File: src/hdl/wlsa_pkg.sv
// Shared types and constants for the wear leveling sector allocator.
// Used by wlsa_table and wear_leveling_sector_allocator_top; no dependencies.
package wlsa_pkg;

    localparam int SW = 8;
    localparam logic [SW-1:0] NONE = 8'hFF;

    typedef enum logic [1:0] {
        OP_LOAD  = 2'd0,
        OP_ALLOC = 2'd1,
        OP_ERASE = 2'd2,
        OP_ROOT  = 2'd3
    } op_t;

    typedef enum logic [1:0] {
        STAT_OK        = 2'd0,
        STAT_NO_FREE   = 2'd1,
        STAT_NOT_FOUND = 2'd2
    } status_t;

    typedef enum logic [3:0] {
        ST_IDLE,
        ST_LOAD,
        ST_ERS_RD,
        ST_ERS_WR,
        ST_SCAN,
        ST_ALC_WR,
        ST_AFT_RD,
        ST_AFT_WR,
        ST_WALK_RD,
        ST_WALK_CHK,
        ST_RESP
    } state_t;

    typedef struct packed {
        logic [SW-1:0] owner;
        logic [SW-1:0] link;
        logic [SW-1:0] wear;
    } entry_t;

    localparam entry_t ENTRY_NONE = '{owner: NONE, link: NONE, wear: NONE};

    typedef struct packed {
        logic          en;
        logic [SW-1:0] addr;
        entry_t        data;
    } tbl_wr_t;

endpackage

File: src/hdl/wlsa_table.sv
// Sector entry memory: owner, link and wear counter per sector, one write
// and one registered read port. Per-entry valid bits make unwritten entries
// read as all 255. Depends on wlsa_pkg.
module wlsa_table import wlsa_pkg::*; #(
    parameter int SECTORS = 64
) (
    input  logic          aclk,
    input  logic          aresetn,
    input  tbl_wr_t       wr,
    input  logic [SW-1:0] rd_addr,
    output entry_t        rd_entry
);

    localparam int AW = $clog2(SECTORS);

    entry_t               mem [SECTORS];
    logic [SECTORS-1:0]   vld_reg;
    entry_t               rd_data_reg;
    logic                 rd_hit_reg;

    always_ff @(posedge aclk) begin
        if (wr.en) begin
            mem[wr.addr[AW-1:0]] <= wr.data;
        end
        rd_data_reg <= mem[rd_addr[AW-1:0]];
    end

    always_ff @(posedge aclk) begin
        if (!aresetn) begin
            vld_reg    <= '0;
            rd_hit_reg <= 1'b0;
        end else begin
            rd_hit_reg <= vld_reg[rd_addr[AW-1:0]];
            if (wr.en) begin
                vld_reg[wr.addr[AW-1:0]] <= 1'b1;
            end
        end
    end

    assign rd_entry = rd_hit_reg ? rd_data_reg : ENTRY_NONE;

endmodule

File: src/hdl/wear_leveling_sector_allocator_top.sv
// Wear leveling sector allocator, one word in, one word out.
// Load writes its entry; erase reads the entry, then writes it back; an out-of-range load or
// erase answers at once. Allocate and find-root each scan the table once through the single
// read port; a find-root whose file is present then walks the parent list step by step.
// Throughput: one word at a time; the next word is taken the cycle after the result registers.
// Reset (aresetn low, synchronous) marks every table entry as all 255.
module wear_leveling_sector_allocator_top import wlsa_pkg::*; #(
    parameter int SECTORS = 64
) (
    input  logic        aclk,
    input  logic        aresetn,
    input  logic        s_tvalid,
    output logic        s_tready,
    // [7:0] sector, [15:8] file_id, [23:16] next_sector, [31:24] erase_count,
    // [39:32] chain_after
    input  logic [39:0] s_tdata,
    // [1:0] operation
    input  logic [1:0]  s_tuser,
    output logic        m_tvalid,
    input  logic        m_tready,
    // [7:0] result_sector, [9:8] status, [15:10] zero
    output logic [15:0] m_tdata
);

    localparam int AW = $clog2(SECTORS);
    localparam int CW = $clog2(SECTORS + 1);
    localparam logic [SW-1:0] SEC8 = SW'(SECTORS);
    localparam logic [CW-1:0] SECC = CW'(SECTORS);

    state_t         state_reg, state_next;

    op_t            op_reg;
    logic [SW-1:0]  sec_reg, fid_reg, nxt_reg, cnt_in_reg, after_reg;
    logic [SW-1:0]  res_reg, low_reg;
    status_t        status_reg;
    logic [CW-1:0]  cnt_reg;
    logic           eval_vld_reg;
    logic [AW-1:0]  eval_idx_reg;
    logic           never_found_reg;
    logic [AW-1:0]  never_idx_reg;

    logic [SW-1:0]  m_result_reg;
    status_t        m_status_reg;
    logic           m_tvalid_reg;

    logic [AW-1:0]      par_mem [SECTORS];
    logic [SECTORS-1:0] par_vld_reg;
    logic [AW-1:0]      par_rd_reg;
    logic               par_hit_reg;
    logic               par_we;

    tbl_wr_t        tbl_wr;
    logic [SW-1:0]  tbl_rd_addr;
    entry_t         ent;

    logic           accept;
    op_t            s_op;
    logic [SW-1:0]  s_sec;
    logic           scan_done;
    logic           after_ok;

    assign accept    = s_tvalid && s_tready;
    assign s_op      = op_t'(s_tuser);
    assign s_sec     = s_tdata[7:0];
    assign scan_done = (cnt_reg == SECC) && !eval_vld_reg;
    assign after_ok  = (after_reg != NONE) && (after_reg < SEC8);

    wlsa_table #(
        .SECTORS (SECTORS)
    ) u_table (
        .aclk     (aclk),
        .aresetn  (aresetn),
        .wr       (tbl_wr),
        .rd_addr  (tbl_rd_addr),
        .rd_entry (ent)
    );

    // next state
    always_comb begin
        state_next = state_reg;
        unique case (state_reg)
            ST_IDLE: begin
                if (accept) begin
                    unique case (s_op)
                        OP_LOAD:  state_next = (s_sec < SEC8) ? ST_LOAD : ST_RESP;
                        OP_ERASE: state_next = (s_sec < SEC8) ? ST_ERS_RD : ST_RESP;
                        OP_ALLOC: state_next = ST_SCAN;
                        OP_ROOT:  state_next = ST_SCAN;
                        default:  state_next = ST_RESP;
                    endcase
                end
            end
            ST_LOAD:   state_next = ST_RESP;
            ST_ERS_RD: state_next = ST_ERS_WR;
            ST_ERS_WR: state_next = ST_RESP;
            ST_SCAN: begin
                if (scan_done) begin
                    if (op_reg == OP_ALLOC) begin
                        state_next = (never_found_reg || res_reg != NONE) ? ST_ALC_WR
                                                                          : ST_RESP;
                    end else begin
                        state_next = (res_reg != NONE) ? ST_WALK_RD : ST_RESP;
                    end
                end
            end
            ST_ALC_WR:   state_next = after_ok ? ST_AFT_RD : ST_RESP;
            ST_AFT_RD:   state_next = ST_AFT_WR;
            ST_AFT_WR:   state_next = ST_RESP;
            ST_WALK_RD:  state_next = ST_WALK_CHK;
            ST_WALK_CHK: begin
                state_next = (par_hit_reg && (cnt_reg + CW'(1)) != SECC) ? ST_WALK_RD
                                                                         : ST_RESP;
            end
            ST_RESP:     state_next = (!m_tvalid_reg || m_tready) ? ST_IDLE : ST_RESP;
            default:     state_next = ST_IDLE;
        endcase
    end

    // table port and handshake outputs
    always_comb begin
        tbl_wr      = '0;
        tbl_rd_addr = SW'(cnt_reg[AW-1:0]);
        s_tready    = 1'b0;
        unique case (state_reg)
            ST_IDLE:   s_tready = 1'b1;
            ST_LOAD: begin
                tbl_wr.en   = 1'b1;
                tbl_wr.addr = sec_reg;
                tbl_wr.data = '{owner: fid_reg, link: nxt_reg, wear: cnt_in_reg};
            end
            ST_ERS_RD: tbl_rd_addr = sec_reg;
            ST_ERS_WR: begin
                tbl_wr.en   = 1'b1;
                tbl_wr.addr = sec_reg;
                tbl_wr.data = '{owner: NONE, link: NONE, wear: ent.wear + SW'(1)};
            end
            ST_ALC_WR: begin
                tbl_wr.en   = 1'b1;
                tbl_wr.addr = res_reg;
                tbl_wr.data = '{owner: fid_reg, link: NONE, wear: low_reg};
            end
            ST_AFT_RD: tbl_rd_addr = after_reg;
            ST_AFT_WR: begin
                tbl_wr.en   = 1'b1;
                tbl_wr.addr = after_reg;
                tbl_wr.data = '{owner: ent.owner, link: res_reg, wear: ent.wear};
            end
            default: ;
        endcase
    end

    assign par_we = (state_reg == ST_SCAN) && eval_vld_reg && (op_reg == OP_ROOT)
                    && (ent.owner == fid_reg) && (ent.link < SEC8);

    // parent list memory
    always_ff @(posedge aclk) begin
        if (par_we) begin
            par_mem[ent.link[AW-1:0]] <= eval_idx_reg;
        end
        par_rd_reg <= par_mem[res_reg[AW-1:0]];
    end

    // control registers
    always_ff @(posedge aclk) begin
        if (!aresetn) begin
            state_reg       <= ST_IDLE;
            cnt_reg         <= '0;
            eval_vld_reg    <= 1'b0;
            never_found_reg <= 1'b0;
            m_tvalid_reg    <= 1'b0;
            par_vld_reg     <= '0;
            par_hit_reg     <= 1'b0;
        end else begin
            state_reg   <= state_next;
            par_hit_reg <= par_vld_reg[res_reg[AW-1:0]];
            // raise on a fresh result, drop once the held one is taken
            if (state_reg == ST_RESP && (!m_tvalid_reg || m_tready)) begin
                m_tvalid_reg <= 1'b1;
            end else if (m_tready) begin
                m_tvalid_reg <= 1'b0;
            end
            unique case (state_reg)
                ST_IDLE: begin
                    if (accept) begin
                        cnt_reg         <= '0;
                        eval_vld_reg    <= 1'b0;
                        never_found_reg <= 1'b0;
                        par_vld_reg     <= '0;
                    end
                end
                ST_SCAN: begin
                    eval_vld_reg <= (cnt_reg < SECC);
                    if (cnt_reg < SECC) begin
                        cnt_reg <= cnt_reg + CW'(1);
                    end
                    if (scan_done) begin
                        cnt_reg <= '0;
                    end
                    if (eval_vld_reg && op_reg == OP_ALLOC && ent.owner == NONE
                        && ent.wear == NONE && !never_found_reg) begin
                        never_found_reg <= 1'b1;
                    end
                    if (par_we) begin
                        par_vld_reg[ent.link[AW-1:0]] <= 1'b1;
                    end
                end
                ST_WALK_CHK: cnt_reg <= cnt_reg + CW'(1);
                default: ;
            endcase
        end
    end

    // datapath registers
    always_ff @(posedge aclk) begin
        unique case (state_reg)
            ST_IDLE: begin
                if (accept) begin
                    op_reg     <= s_op;
                    sec_reg    <= s_sec;
                    fid_reg    <= s_tdata[15:8];
                    nxt_reg    <= s_tdata[23:16];
                    cnt_in_reg <= s_tdata[31:24];
                    after_reg  <= s_tdata[39:32];
                    status_reg <= STAT_OK;
                    low_reg    <= NONE;
                    if ((s_op == OP_LOAD || s_op == OP_ERASE) && s_sec < SEC8) begin
                        res_reg <= s_sec;
                    end else begin
                        res_reg <= NONE;
                    end
                end
            end
            ST_SCAN: begin
                eval_idx_reg <= cnt_reg[AW-1:0];
                if (eval_vld_reg) begin
                    if (op_reg == OP_ALLOC) begin
                        if (ent.owner == NONE) begin
                            if (ent.wear == NONE) begin
                                if (!never_found_reg) begin
                                    never_idx_reg <= eval_idx_reg;
                                end
                            end else if (ent.wear < low_reg) begin
                                low_reg <= ent.wear;
                                res_reg <= SW'(eval_idx_reg);
                            end
                        end
                    end else if (ent.owner == fid_reg && res_reg == NONE) begin
                        res_reg <= SW'(eval_idx_reg);
                    end
                end
                if (scan_done) begin
                    if (op_reg == OP_ALLOC) begin
                        if (never_found_reg) begin
                            res_reg <= SW'(never_idx_reg);
                            low_reg <= NONE;
                        end else if (res_reg == NONE) begin
                            status_reg <= STAT_NO_FREE;
                        end
                    end else if (res_reg == NONE) begin
                        status_reg <= STAT_NOT_FOUND;
                    end
                end
            end
            ST_WALK_CHK: begin
                if (par_hit_reg) begin
                    res_reg <= SW'(par_rd_reg);
                end
            end
            ST_RESP: begin
                if (!m_tvalid_reg || m_tready) begin
                    m_result_reg <= res_reg;
                    m_status_reg <= status_reg;
                end
            end
            default: ;
        endcase
    end

    assign m_tvalid = m_tvalid_reg;
    assign m_tdata  = {6'b0, m_status_reg, m_result_reg};

    // the walk only ever follows real sectors
    a_walk_in_range: assert property (@(posedge aclk) disable iff (!aresetn)
        (state_reg == ST_WALK_RD) |-> (res_reg < SEC8))
        else $error("parent walk left the sector range");

    // table writes stay inside the table
    a_wr_in_range: assert property (@(posedge aclk) disable iff (!aresetn)
        tbl_wr.en |-> (tbl_wr.addr < SEC8))
        else $error("table write beyond last sector");

    // failures carry no sector
    a_fail_none: assert property (@(posedge aclk) disable iff (!aresetn)
        (m_tvalid_reg && m_status_reg != STAT_OK) |-> (m_result_reg == NONE))
        else $error("failed result carries a sector");

    // once a word is taken, a scan begins with its count cleared
    a_accept_clean: assert property (@(posedge aclk) disable iff (!aresetn)
        accept |=> (state_reg != ST_SCAN || cnt_reg == '0))
        else $error("scan started with stale count");

endmodule
File: config.mk
export PLATFORM = sky130hd
export DESIGN_NAME = wear_leveling_sector_allocator_top
export DESIGN_NICKNAME = d
export VERILOG_FILES = /design/src/hdl/wlsa_pkg.sv /design/src/hdl/wlsa_table.sv /design/src/hdl/wear_leveling_sector_allocator_top.sv
export SDC_FILE = /design/constraint.sdc
export NUM_CORES = 2
export LEC_CHECK = 0
export BUFFER_PORTS_ARGS = -buffer_cell sky130_fd_sc_hd__clkbuf_2
export CAP_MARGIN = 10
export CORE_UTILIZATION = 39
export DETAILED_ROUTE_END_ITERATION = 6
export SETUP_SLACK_MARGIN = 0.4
export SYNTH_ARGS = -nofsm -noshare
export SYNTH_HDL_FRONTEND = slang
export SYNTH_SLANG_ARGS = --single-unit
export TNS_END_PERCENT = 20
File: constraint.sdc
create_clock -name aclk -period 4.8 [get_ports aclk]
set_input_delay 0.48 -clock aclk [delete_from_list [all_inputs] [get_ports aclk]]
set_output_delay 0.48 -clock aclk [all_outputs]
set_load 0.02 [all_outputs]
==> flow_summary.toml <==
[worst_setup_path]
worstSetupPathType = "reg -> reg"
timing.critical_path.mode_cell = "buf_12"
setup.worst_path.start = "state_reg[2]$_SDFFE_PN0P_"
reg2reg_slack_ns = 0.50
r2r_end = "u_table.rd_data_reg[11]$_DFF_P_"
reg2regPathDepth = 10
worst_setup_path_start_kind = "register"
crit_chain = "mux2_2, mux2i_4, buf_12, buf_12, nand2_8, buf_12, o22ai_1, a311oi_1, nor4_1, o32ai_1"
setup.worst_path.end_class = "register"
regToRegStartpoint = "state_reg[2]$_SDFFE_PN0P_"
critPathMaxFanout = 49
slowest_stage = "nor4_1"
critPathMaxStageDelay_ns = 0.91
critPathCapture = "u_table.rd_data_reg[11]$_DFF_P_"
arrival_ns = 4.93
critical_path_required_ns = 5.44

[floorplanning]
num_rows = 169
core_sq_mm = 0.212
dieWidth_um = 464
initial_core_util_pct = 39.3
dieArea_sq_mm = 0.215
die_h_um = 464
io_pins = 64

[routing]
routed_via_density = 5.90
avgRoutedWirePerCell_um = 29.0
routed-via-count = 47700
drt-initial-drc-count = 6338
ant_nets = 0
wl_um = 234000
drc = 20
first_pass_iters = 7

[outcome]
status = "finished with violations"
violations = "DRC"

[power_and_ir_drop]
p_leak_nw = 30.3
ir_drop_v = 0.000533
power_density_mw_per_mm2 = 550

[clock_tree]
cts.sinks = 2174
clkLatencyLatePin_ns = 0.88
cts_root_buf = "clkbuf_16"
clk_pin_slew_ns = 0.06
cts_tree = "done"
postCtsSetupBuffers = 0
htree_levels = 4
cts_made_buffers = 212
clockBufferDepth = 3

[synth]
synth_top_area_share_pct = 72.1
ys_async_sr_fraction_pct = 0
yosys_register_bits = 2174
avgSynthCellArea_sq_um = 17.3
yosys_warnings = 0
synth_seq_area_share_pct = 76.3
synth.most_common_cell = "edfxtp_1"
synth.cell_area_sq_mm = 0.0833
synth_cell_types = 71
netlist_top_cells_count = "edfxtp_1, nand2_1, nor2_1, mux4_2, o22ai_1"
dominantRegCellSynth = "edfxtp_1"
synthCells = 4816
synth_top_area_cell = "edfxtp_1"
synth_area_leaders = "edfxtp_1, mux4_2, dfxtp_1"
synth_edf_count = 2000

[placed_design]
dpl.cell_count = 7647
hpwl_um = 139000
io_buffers = 57
gp_congestion = 0.882

[sta]
timing.final.crit_share_pct = 89.5
maxSlewHeadroom_pct = 16.0
worst_pin_slew_ns = 1.26
fmax_ghz = 0.233
finClkSkew_ns = 0.0859
finalCriticalPeriod_ns = 4.30
rsz0062_at_grt = "no"
setup_violations = 0
hold_viol_final = 0
tns_ns = 0
finalMaxSlewViolations = 0

[cells_and_area]
fin_cells = 8089
largest_reg_flops = 1536
nets = 5137
drive_above_1_share_pct = 19.0
final_util_pct = 45.1
n_fill_cell = 18000
areaGrowthSynthToFinish_pct = 15.0

[global_route]
grt_overflow_total = 0
grt_pass1_vias = 46100
grt_antenna_before_repair = 13
grt_first_pass_wirelength_um = 335000
grt_usage_pct = 21.4
grt_max_degree = 117

[run]
cap_violations = 0

[worst_hold_path]
hold_class = "in -> reg"
==> cells by family after synthesis <==
| family | after synthesis | share of synthesized area, % |
|---|---|---|
| other | 1 | 0.00450 |
| and+or+nand+nor | 1022 | 5.42 |
| xor gates and xnor gates | 9 | 0.0947 |
| DFF | 2174 | 76.3 |
| AOI/OAI and AO/OA | 877 | 7.66 |
| buffers and inverters | 336 | 1.81 |
| adders and majority gates | 10 | 0.150 |
| muxes | 387 | 8.55 |
==> area by class of cell <==
type	instances	area, sq um	share of cell area, %
sequential	2174	63500	66.4
inverter	20	75.1	0.0784
multi-input combinational	2311	18800	19.7
clock buffer	283	5820	6.08
tap	2821	3530	3.69
antenna	3	7.51	0.00784
timing repair buffer	362	2980	3.11
clock inverter	115	960	1.00
==> worst max-delay path, delay by kind of cell (launching register included) <==
family	cells	cell delay [ns]
flops	1	0.74
buf+inv	3	0.91
compound gates	3	0.44
mux	2	0.62
simple gates	2	1.24
==> how the worst min path moves through the flow <==
stage	slack, ns	cells after the start	start	end
final	0.16	5	s_tdata[6]	state_reg[3]$_SDFFE_PN0P_
after global routing	0.15	5	s_tdata[6]	state_reg[3]$_SDFFE_PN0P_
after CTS	0.11	5	s_tdata[6]	state_reg[3]$_SDFFE_PN0P_
after detailed placement	0.45	1	u_table.vld_reg[2]$_SDFFE_PN0P_	u_table.vld_reg[2]$_SDFFE_PN0P_
after global placement	0.44	1	u_table.vld_reg[18]$_SDFFE_PN0P_	u_table.vld_reg[18]$_SDFFE_PN0P_
after floorplan	0.40	0	status_reg[0]$_SDFFCE_PN0P_	m_status_reg[0]$_DFFE_PP_
==> metal layers <==
metal,global-route usage (%),wire [um],up-vias,part of all wire [%]
li1,-,-,20000,-
met1,29.5,94100,24800,40
met2,33.6,109000,2408,46
met3,3.38,20300,439,8.7
met4,9.47,10900,4,4.7
met5,0,27,-,0.012
==> cell usage in the layout, fill, tap and decap left out, drive strengths merged, types with 15 or more instances in the layout <==
master	instances
a211oi	15
o21ai	125
clkinv	86
o32ai	24
nor2b	22
nor3	111
nor2	322
o22a	24
buf	265
o21a	54
o221ai	49
clkbuf	339
o22ai	224
a21oi	28
a31oi	31
dfxtp	174
inv	29
dlygate4sd3	41
o31ai	27
nand3	59
a311o	24
edfxtp	2000
a311oi	96
mux2i	121
nor4	78
a22o	105
nand2	366
mux4	258
==> report_power, final <==
| part | total (W) | switching (W) | internal [W] |
|---|---|---|---|
| combinational | 0.0135 | 0.00903 | 0.00450 |
| sequential | 0.0229 | 0.000680 | 0.0222 |
| clock | 0.0162 | 0.00721 | 0.00897 |
==> through the flow <==
stage	hold WS, ns	total power (W)	cell area, sq um	setup WS, ns
floorplan	0.400	0.0304	83300	-0.156
global placement	0.442	0.0366	88500	0.540
detailed placement	0.451	0.0367	88500	0.477
CTS	0.105	0.0527	95700	0.450
global route	0.147	0.0541	95700	0.402
finish	0.163	0.0526	95700	0.504
==> repair_timing <==
| item | in CTS | in global routing |
|---|---|---|
| resized for setup | 0 | 1 |
| hold buffers | 41 | 0 |
| setup endpoints to repair | 0 | 1 |
| hold endpoints to repair | 41 | 0 |
No activity file was read; power rests on OpenSTA's default activity.
